**src/hw/rtl/rse_pkg.sv**
```systemverilog
// Shared types, codes and helpers for the RPN stack evaluator.
package rse_pkg;

	typedef enum logic [1:0] {
		ACT_PUSH    = 2'd0,
		ACT_OPER    = 2'd1,
		ACT_UNKNOWN = 2'd2,
		ACT_EOL     = 2'd3
	} action_t;

	typedef enum logic [1:0] {
		OP_ADD = 2'd0,
		OP_SUB = 2'd1,
		OP_MUL = 2'd2,
		OP_DIV = 2'd3
	} opcode_t;

	typedef enum logic [1:0] {
		ST_OK        = 2'd0,
		ST_MALFORMED = 2'd1,
		ST_FAULT     = 2'd2
	} status_t;

	typedef enum logic [1:0] {
		RD_TOP  = 2'd0,
		RD_NEXT = 2'd1,
		RD_BASE = 2'd2
	} rd_sel_t;

	typedef enum logic [1:0] {
		RES_ADDSUB = 2'd0,
		RES_MUL    = 2'd1,
		RES_DIV    = 2'd2
	} res_sel_t;

	typedef struct packed {
		action_t            action;
		logic signed [31:0] number;
		opcode_t            operator_code;
	} token_t;

	typedef struct packed {
		logic signed [31:0] value;
		status_t            status;
	} result_t;

	typedef struct packed {
		logic     load_token;
		logic     push;
		logic     abandon;
		logic     set_fault;
		logic     rd_en;
		rd_sel_t  rd_sel;
		logic     cap_right;
		logic     mul_load;
		logic     div_load;
		logic     div_step;
		logic     wr_result;
		res_sel_t res_sel;
		logic     emit;
	} dp_cmd_t;

	typedef struct packed {
		action_t action;
		opcode_t op;
		logic    empty;
		logic    single;
		logic    full;
		logic    abandoned;
		logic    right_zero;
		logic    div_done;
	} dp_status_t;

	// restoring divider: 32 integer + 16 fraction bits of quotient
	localparam int unsigned DIV_STEPS = 48;
	localparam int unsigned DIV_CNT_W = 6;

	localparam logic signed [47:0] SAT_MAX48 = 48'sd2147483647;
	localparam logic signed [47:0] SAT_MIN48 = -48'sd2147483648;
	localparam logic signed [31:0] Q_MAX     = 32'sh7FFFFFFF;
	localparam logic signed [31:0] Q_MIN     = 32'sh80000000;

	function automatic logic signed [31:0] sat32(input logic signed [47:0] v);
		logic signed [31:0] r;
		if (v > SAT_MAX48)
			r = Q_MAX;
		else if (v < SAT_MIN48)
			r = Q_MIN;
		else
			r = v[31:0];
		return r;
	endfunction

endpackage

```
**src/hw/rtl/rpn_stack_evaluator.sv**
```systemverilog
// Top level: RPN expression evaluator, Q16.16 values on a STACK_DEPTH-entry stack.
// Busy rises at the accepting edge and stays high while a token is processed; div runs a
// 48-step restoring divider. Busy low means a new transaction is taken at the next edge.
// The result strobe rises at the same edge that drops busy at end of line and is never
// stalled. Reset clears the stack count and the abandon and fault flags; stack memory keeps
// its contents and needs no clearing pass.
module rpn_stack_evaluator #(
	parameter int unsigned STACK_DEPTH = 16
) (
	input  logic             clk,
	input  logic             arst_n,
	input  logic             start,
	output logic             busy,
	input  rse_pkg::token_t  token,
	output logic             done,
	output rse_pkg::result_t result
);
	import rse_pkg::*;

	dp_cmd_t    cmd;
	dp_status_t sts;

	rse_ctrl u_ctrl (
		.clk    (clk),
		.arst_n (arst_n),
		.start  (start),
		.sts    (sts),
		.cmd    (cmd),
		.busy   (busy)
	);

	rse_datapath #(
		.STACK_DEPTH (STACK_DEPTH)
	) u_datapath (
		.clk    (clk),
		.arst_n (arst_n),
		.token  (token),
		.cmd    (cmd),
		.sts    (sts),
		.done   (done),
		.result (result)
	);

endmodule

```
**src/hw/rtl/rse_ctrl.sv**
```systemverilog
// Sequencing state machine for the RPN stack evaluator.
module rse_ctrl (
	input  logic                clk,
	input  logic                arst_n,
	input  logic                start,
	input  rse_pkg::dp_status_t sts,
	output rse_pkg::dp_cmd_t    cmd,
	output logic                busy
);
	import rse_pkg::*;

	typedef enum logic [7:0] {
		S_IDLE      = 8'b0000_0001,
		S_DECODE    = 8'b0000_0010,
		S_READ_NEXT = 8'b0000_0100,
		S_OPERATE   = 8'b0000_1000,
		S_MUL_WB    = 8'b0001_0000,
		S_DIV       = 8'b0010_0000,
		S_DIV_WB    = 8'b0100_0000,
		S_EMIT      = 8'b1000_0000
	} state_t;

	state_t state_q, state_d;

	always_ff @(posedge clk or negedge arst_n) begin
		if (!arst_n)
			state_q <= S_IDLE;
		else
			state_q <= state_d;
	end

	assign busy = (state_q != S_IDLE);

	always_comb begin
		cmd     = '0;
		state_d = state_q;
		unique case (state_q)
			S_IDLE: begin
				if (start) begin
					cmd.load_token = 1'b1;
					state_d        = S_DECODE;
				end
			end
			S_DECODE: begin
				state_d = S_IDLE;
				if (sts.action == ACT_EOL) begin
					cmd.rd_en  = 1'b1;
					cmd.rd_sel = RD_BASE;
					state_d    = S_EMIT;
				end else if (!sts.abandoned) begin
					unique case (sts.action)
						ACT_PUSH: begin
							if (sts.full) begin
								cmd.abandon   = 1'b1;
								cmd.set_fault = 1'b1;
							end else begin
								cmd.push = 1'b1;
							end
						end
						ACT_OPER: begin
							if (sts.single) begin
								cmd.abandon = 1'b1;
							end else if (!sts.empty) begin
								cmd.rd_en  = 1'b1;
								cmd.rd_sel = RD_TOP;
								state_d    = S_READ_NEXT;
							end
						end
						default: cmd.abandon = 1'b1;
					endcase
				end
			end
			S_READ_NEXT: begin
				cmd.cap_right = 1'b1;
				cmd.rd_en     = 1'b1;
				cmd.rd_sel    = RD_NEXT;
				state_d       = S_OPERATE;
			end
			S_OPERATE: begin
				unique case (sts.op)
					OP_MUL: begin
						cmd.mul_load = 1'b1;
						state_d      = S_MUL_WB;
					end
					OP_DIV: begin
						if (sts.right_zero) begin
							cmd.abandon   = 1'b1;
							cmd.set_fault = 1'b1;
							state_d       = S_IDLE;
						end else begin
							cmd.div_load = 1'b1;
							state_d      = S_DIV;
						end
					end
					default: begin
						cmd.wr_result = 1'b1;
						cmd.res_sel   = RES_ADDSUB;
						state_d       = S_IDLE;
					end
				endcase
			end
			S_MUL_WB: begin
				cmd.wr_result = 1'b1;
				cmd.res_sel   = RES_MUL;
				state_d       = S_IDLE;
			end
			S_DIV: begin
				if (sts.div_done)
					state_d = S_DIV_WB;
				else
					cmd.div_step = 1'b1;
			end
			S_DIV_WB: begin
				cmd.wr_result = 1'b1;
				cmd.res_sel   = RES_DIV;
				state_d       = S_IDLE;
			end
			S_EMIT: begin
				cmd.emit = 1'b1;
				state_d  = S_IDLE;
			end
			default: state_d = S_IDLE;
		endcase
	end

endmodule

```
**src/hw/rtl/rse_datapath.sv**
```systemverilog
// Stack memory, arithmetic units and result register of the RPN stack evaluator.
module rse_datapath #(
	parameter int unsigned STACK_DEPTH = 16
) (
	input  logic                clk,
	input  logic                arst_n,
	input  rse_pkg::token_t     token,
	input  rse_pkg::dp_cmd_t    cmd,
	output rse_pkg::dp_status_t sts,
	output logic                done,
	output rse_pkg::result_t    result
);
	import rse_pkg::*;

	localparam int unsigned AddrW = (STACK_DEPTH > 1) ? $clog2(STACK_DEPTH) : 1;
	localparam int unsigned CntW  = $clog2(STACK_DEPTH + 1);

	logic signed [31:0] mem [STACK_DEPTH];

	token_t             token_q;
	logic [CntW-1:0]    count_q;
	logic               abandoned_q;
	logic               fault_q;
	logic signed [31:0] rd_q;
	logic signed [31:0] right_q;
	logic signed [63:0] product_q;

	logic [31:0]           dvs_q;
	logic [31:0]           rem_q;
	logic [47:0]           quo_q;
	logic                  neg_q;
	logic [DIV_CNT_W-1:0]  div_cnt_q;

	logic                  done_q;
	result_t               result_q;

	logic [CntW-1:0]    cnt_m1, cnt_m2;
	logic [AddrW-1:0]   rd_addr, wr_addr;
	logic               wr_en;
	logic signed [31:0] wr_data;
	logic signed [31:0] res_addsub, res_mul, res_div;
	logic signed [47:0] sum48;
	logic [32:0]        trial;
	logic [33:0]        diff;
	logic [31:0]        abs_left, abs_right;

	assign cnt_m1 = count_q - CntW'(1);
	assign cnt_m2 = count_q - CntW'(2);

	always_comb begin
		case (cmd.rd_sel)
			RD_TOP:  rd_addr = cnt_m1[AddrW-1:0];
			RD_NEXT: rd_addr = cnt_m2[AddrW-1:0];
			default: rd_addr = '0;
		endcase
	end

	// add / subtract, saturated
	always_comb begin
		if (token_q.operator_code == OP_SUB)
			sum48 = {{16{rd_q[31]}}, rd_q} - {{16{right_q[31]}}, right_q};
		else
			sum48 = {{16{rd_q[31]}}, rd_q} + {{16{right_q[31]}}, right_q};
		res_addsub = sat32(sum48);
	end

	// product >> 16 is floor division by 65536
	assign res_mul = sat32(product_q[63:16]);

	always_comb begin
		if (neg_q) begin
			if ((|quo_q[47:32]) || (quo_q[31] && (|quo_q[30:0])))
				res_div = Q_MIN;
			else
				res_div = 32'sd0 - $signed(quo_q[31:0]);
		end else begin
			if (|quo_q[47:31])
				res_div = Q_MAX;
			else
				res_div = $signed({1'b0, quo_q[30:0]});
		end
	end

	always_comb begin
		case (cmd.res_sel)
			RES_MUL: wr_data = res_mul;
			RES_DIV: wr_data = res_div;
			default: wr_data = res_addsub;
		endcase
		if (cmd.push) begin
			wr_data = token_q.number;
			wr_addr = count_q[AddrW-1:0];
		end else begin
			wr_addr = cnt_m2[AddrW-1:0];
		end
		wr_en = cmd.push | cmd.wr_result;
	end

	always_ff @(posedge clk) begin
		if (wr_en)
			mem[wr_addr] <= wr_data;
		if (cmd.rd_en)
			rd_q <= mem[rd_addr];
	end

	// divider operands
	assign abs_left  = rd_q[31] ? (32'd0 - rd_q) : rd_q;
	assign abs_right = right_q[31] ? (32'd0 - right_q) : right_q;
	assign trial     = {rem_q, quo_q[47]};
	assign diff      = {1'b0, trial} - {2'b00, dvs_q};

	always_ff @(posedge clk) begin
		if (cmd.load_token)
			token_q <= token;
		if (cmd.cap_right)
			right_q <= rd_q;
		if (cmd.mul_load)
			product_q <= 64'(rd_q) * 64'(right_q);
		if (cmd.div_load) begin
			dvs_q <= abs_right;
			rem_q <= '0;
			quo_q <= {abs_left, 16'd0};
			neg_q <= rd_q[31] ^ right_q[31];
		end else if (cmd.div_step) begin
			rem_q <= diff[33] ? trial[31:0] : diff[31:0];
			quo_q <= {quo_q[46:0], ~diff[33]};
		end
		if (cmd.emit) begin
			if (fault_q) begin
				result_q.value  <= '0;
				result_q.status <= ST_FAULT;
			end else if (count_q != CntW'(1)) begin
				result_q.value  <= '0;
				result_q.status <= ST_MALFORMED;
			end else begin
				result_q.value  <= rd_q;
				result_q.status <= ST_OK;
			end
		end
	end

	always_ff @(posedge clk or negedge arst_n) begin
		if (!arst_n) begin
			count_q     <= '0;
			abandoned_q <= 1'b0;
			fault_q     <= 1'b0;
			div_cnt_q   <= '0;
			done_q      <= 1'b0;
		end else begin
			done_q <= cmd.emit;
			if (cmd.div_load)
				div_cnt_q <= '0;
			else if (cmd.div_step)
				div_cnt_q <= div_cnt_q + DIV_CNT_W'(1);
			if (cmd.emit) begin
				count_q     <= '0;
				abandoned_q <= 1'b0;
				fault_q     <= 1'b0;
			end else begin
				if (cmd.set_fault)
					fault_q <= 1'b1;
				if (cmd.abandon) begin
					count_q     <= '0;
					abandoned_q <= 1'b1;
				end else if (cmd.push) begin
					count_q <= count_q + CntW'(1);
				end else if (cmd.wr_result) begin
					count_q <= cnt_m1;
				end
			end
		end
	end

	assign sts.action     = token_q.action;
	assign sts.op         = token_q.operator_code;
	assign sts.empty      = (count_q == '0);
	assign sts.single     = (count_q == CntW'(1));
	assign sts.full       = (count_q == CntW'(STACK_DEPTH));
	assign sts.abandoned  = abandoned_q;
	assign sts.right_zero = (right_q == '0);
	assign sts.div_done   = (div_cnt_q == DIV_CNT_W'(DIV_STEPS));

	assign done   = done_q;
	assign result = result_q;

endmodule

```
**config.mk**
```make
export PLATFORM = sky130hd
export DESIGN_NAME = rpn_stack_evaluator
export DESIGN_NICKNAME = d
export VERILOG_FILES = /design/src/hw/rtl/rse_pkg.sv /design/src/hw/rtl/rpn_stack_evaluator.sv /design/src/hw/rtl/rse_ctrl.sv /design/src/hw/rtl/rse_datapath.sv
export SDC_FILE = /design/constraint.sdc
export NUM_CORES = 2
export LEC_CHECK = 0
export BUFFER_PORTS_ARGS = -buffer_cell sky130_fd_sc_hd__buf_2
export CELL_PAD_IN_SITES_DETAIL_PLACEMENT = 1
export CELL_PAD_IN_SITES_GLOBAL_PLACEMENT = 1
export CORE_ASPECT_RATIO = 0.6
export CORE_MARGIN = 2
export CORE_UTILIZATION = 41
export DETAILED_ROUTE_END_ITERATION = 16
export PLACE_DENSITY_LB_ADDON = 0.1
export SYNTH_ARGS = -nofsm -noshare
export SYNTH_HDL_FRONTEND = slang
export SYNTH_HIERARCHICAL = 1
export SYNTH_SLANG_ARGS = --single-unit
```
**constraint.sdc**
```tcl
create_clock -name clk -period 13.7 [get_ports clk]
set_input_delay 0 -clock clk [delete_from_list [all_inputs] [get_ports clk]]
set_output_delay 0 -clock clk [all_outputs]
set_load 0.1 [all_outputs]
```
==> impl_metrics.tcl <==
set metrics [dict create \
    crit_start "u_datapath/right_q[7]$_DFFE_PP_" \
    finalNonFillerCells 9423 \
    worst_ep_arrival_time_ps 9880 \
    fillers 19390 \
    syn_area_per_cell_sq_um 10.51 \
    synth-seq-cells 829 \
    synth-seq-area-share 0.3275 \
    synth-edff-count 759 \
    die-area_sq_mm 0.1846 \
    preCtsSetupSlack_ps 4391 \
    io_buffers 74 \
    drt_iter0_drc 5775 \
    cp_top_family "adder cells" \
    gp_congestion 0.9030 \
    multiInputGateArea_sq_mm 0.04457 \
    drive_gt1_frac 0.06030 \
    fin_nets 8339 \
    slew_headroom 0.1581 \
    viasPerCell 5.632 \
    die-height_microns 333.6 \
    via_count 53070 \
    synth.distinct_cells 95 \
    setup_tns_ps 0 \
    min_from "token[32]" \
    worst_slew_pin_slew_ps 1260 \
    hold_ws_ps 25.11 \
    cts_made_buffers 87 \
    worst_path_most_repeated_cell "fa_1" \
    r2r_slack_ps 4250 \
    clk-insertion-delay-late_ps 730 \
    finalMaxSlewViolations 0 \
    ant_nets 0 \
    seqCellArea_sq_mm 0.02430 \
    clkSlewWorstSetupHoldPaths_ps 80 \
    crit_path_max_fanout 30 \
    grt_use_total 0.2930 \
    gr-total-overflow 0 \
    skew_ps 61.71 \
    grt_max_degree 158 \
    path_buf_inv 3 \
    die_w_microns 553.3 \
    reg2reg_from "u_datapath/right_q[7]$_DFFE_PP_" \
    max_freq_ghz 0.1058 \
    end_kind "register" \
    dp_hpwl_microns 186700 \
    worstSetupPathType "register to register" \
    hold_violations 0 \
    place_inst 9193 \
    fin_crit_ps 9455 \
    cts_sinks 829 \
    cp.required_ps 14130 \
    postCtsResizedCells 0 \
    cp_cell_sequence "buf_4, and2_1, fa_1, fa_1, fa_1, inv_1, fa_1, inv_1, fa_1, fa_1, fa_1, fa_1, ha_1, nand2_1, o21ai_0, a311o_1, a31oi_1, a31oi_1, o211ai_2, a311oi_1, a211o_1, a311oi_1, o21ba_1, xnor2_1" \
    clock_path_buffers 3 \
    areaGrowthSynthToFinish_pct 8.606 \
    synthArstFlopShare 0.02654 \
    rows 120 \
    drt_first_pass_iters 5 \
    yosysWarnings 6 \
    synth_flop_cell "edfxtp_1" \
    layout_commonest_cell "fa_1" \
    slowest_delay_ps 760 \
    synth_nets 8445 \
    startpoint_type "register" \
    status "completed" \
    finalCritPeriodShare 0.6901 \
    rsz0062_at_grt "no" \
    mappedNetlistArea_sq_mm 0.07422 \
    grt_pass1_wl_microns 394300 \
    fin_ws_ps 4245 \
    wl_per_cell_microns 28.26 \
    cts_tree "done" \
    final_cell_mix "fa_1, inv_1, nand2_1" \
    postCtsSetupBuffers 0 \
    start_util 0.4144 \
    finalWirelength_microns 266300 \
    drc 0 \
    synth_cells 7064 \
    antenna_found_initial 23 \
    coreArea_sq_mm 0.1791 \
    grt_pass1_vias 55360 \
    setup_violations 0 \
    ios 75 \
    cp_slowest_cell "o21ai_0" \
    hold_path.class "input pin to register" \
    cts_root_buf "clkbuf_16" \
    htree_num_levels 3 \
    cap_violations 0 \
]
==> flip-flops by register name, indices dropped and copies added (netlist names), 4 cells and up <==
signal / count
u_ctrl/state_q: 8
u_datapath/sts: 4
u_datapath/dvs_q: 32
u_datapath/token_q: 32
u_datapath/quo_q: 48
u_datapath/right_q: 32
u_datapath/rd_q: 32
u_datapath/count_q: 5
u_datapath/result: 34
u_datapath/product_q: 48
u_datapath/mem: 512
u_datapath/div_cnt_q: 6
u_datapath/rem_q: 32
==> metrics by stage <==
step / utilization / area (sq um)
after floorplan: - / 74220
after global placement: 0.4309 / 77180
after detailed placement: 0.4309 / 77180
after CTS: 0.4498 / 80580
after global routing: 0.4499 / 80580
final: 0.4500 / 80610
==> path summary, 6_finish.rpt <==
| kind | cells past startpoint | endpoint |
|---|---|---|
| setup / recovery | 24 | u_datapath/product_q[59]$_DFFE_PP_ |
| hold / removal | 2 | u_datapath/token_q[32]$_DFFE_PP_ |
| setup reg to reg | 24 | u_datapath/product_q[59]$_DFFE_PP_ |
| hold reg to reg | 2 | u_datapath/rem_q[4]$_SDFFE_PP0P_ |
| max in group asynchronous | 4 | u_ctrl/state_q[7]$_DFFE_PN0P_ |
| min in group asynchronous | 3 | u_ctrl/state_q[0]$_DFFE_PN1P_ |
==> layer usage <==
| metal | routed length [microns] | global-route usage |
|---|---|---|
| met1 | 133300 | 0.4788 |
| met2 | 100300 | 0.3762 |
| met3 | 28700 | 0.08692 |
| met4 | 3661 | 0.04302 |
| met5 | 375 | 0.01111 |
==> synth_stat cells, drive strengths merged (22+ instances only) <==
cell	n	area share
dfxtp	48	0.013
a211oi	171	0.017
o21ai	146	0.0099
a311oi	97	0.011
edfxtp	759	0.31
nand2	986	0.050
buf	56	0.0037
nand4	25	0.0021
a31oi	90	0.0076
o31ai	22	0.0028
xnor2	138	0.016
nor2	244	0.012
nand2b	30	0.0025
and2	662	0.056
xor2	87	0.010
clkbuf	403	0.020
nor3	53	0.0039
ha	259	0.044
a21o	70	0.0071
fa	1083	0.29
and3	22	0.0019
nand3	65	0.0045
inv	1043	0.053
a21oi	215	0.014
==> cells by family after synthesis <==
logic type,Yosys count,share of synthesized area
muxes,19,0.002562
adders and majority gates,1342,0.3358
DFF,829,0.3275
and+or+nand+nor,2197,0.1446
AOI/OAI and AO/OA,950,0.08624
xor gates and xnor gates,225,0.02655
buffers and inverters,1502,0.07682
==> layout make-up <==
cell class,instances,area share
Tap cell,2379,0.03693
Clock buffer,122,0.03021
Inverter,1043,0.04857
Antenna cell,13,0.0004036
Multi-Input combinational cell,4733,0.5529
Clock inverter,40,0.005060
Timing Repair Buffer,264,0.02446
Sequential cell,829,0.3015
==> worst register-to-register path: cells and delay by family (launching register included) <==
kind                       cells  cell delay [ps]
adders and majority gates      9             4480
xor gates and xnor gates       1              120
DFF                            1              630
buffers and inverters          3              670
and+or+nand+nor                2              380
AOI/OAI and AO/OA              9             2880
==> timing repair <==
action                                  in CTS  in global routing
hold endpoints to repair                    60                  0
hold buffers                                55                  0
endpoints found under the setup margin       0                  0
Power is not shown: default switching activity piles up to over one toggle a cycle in this logic, so the estimate is an artifact.
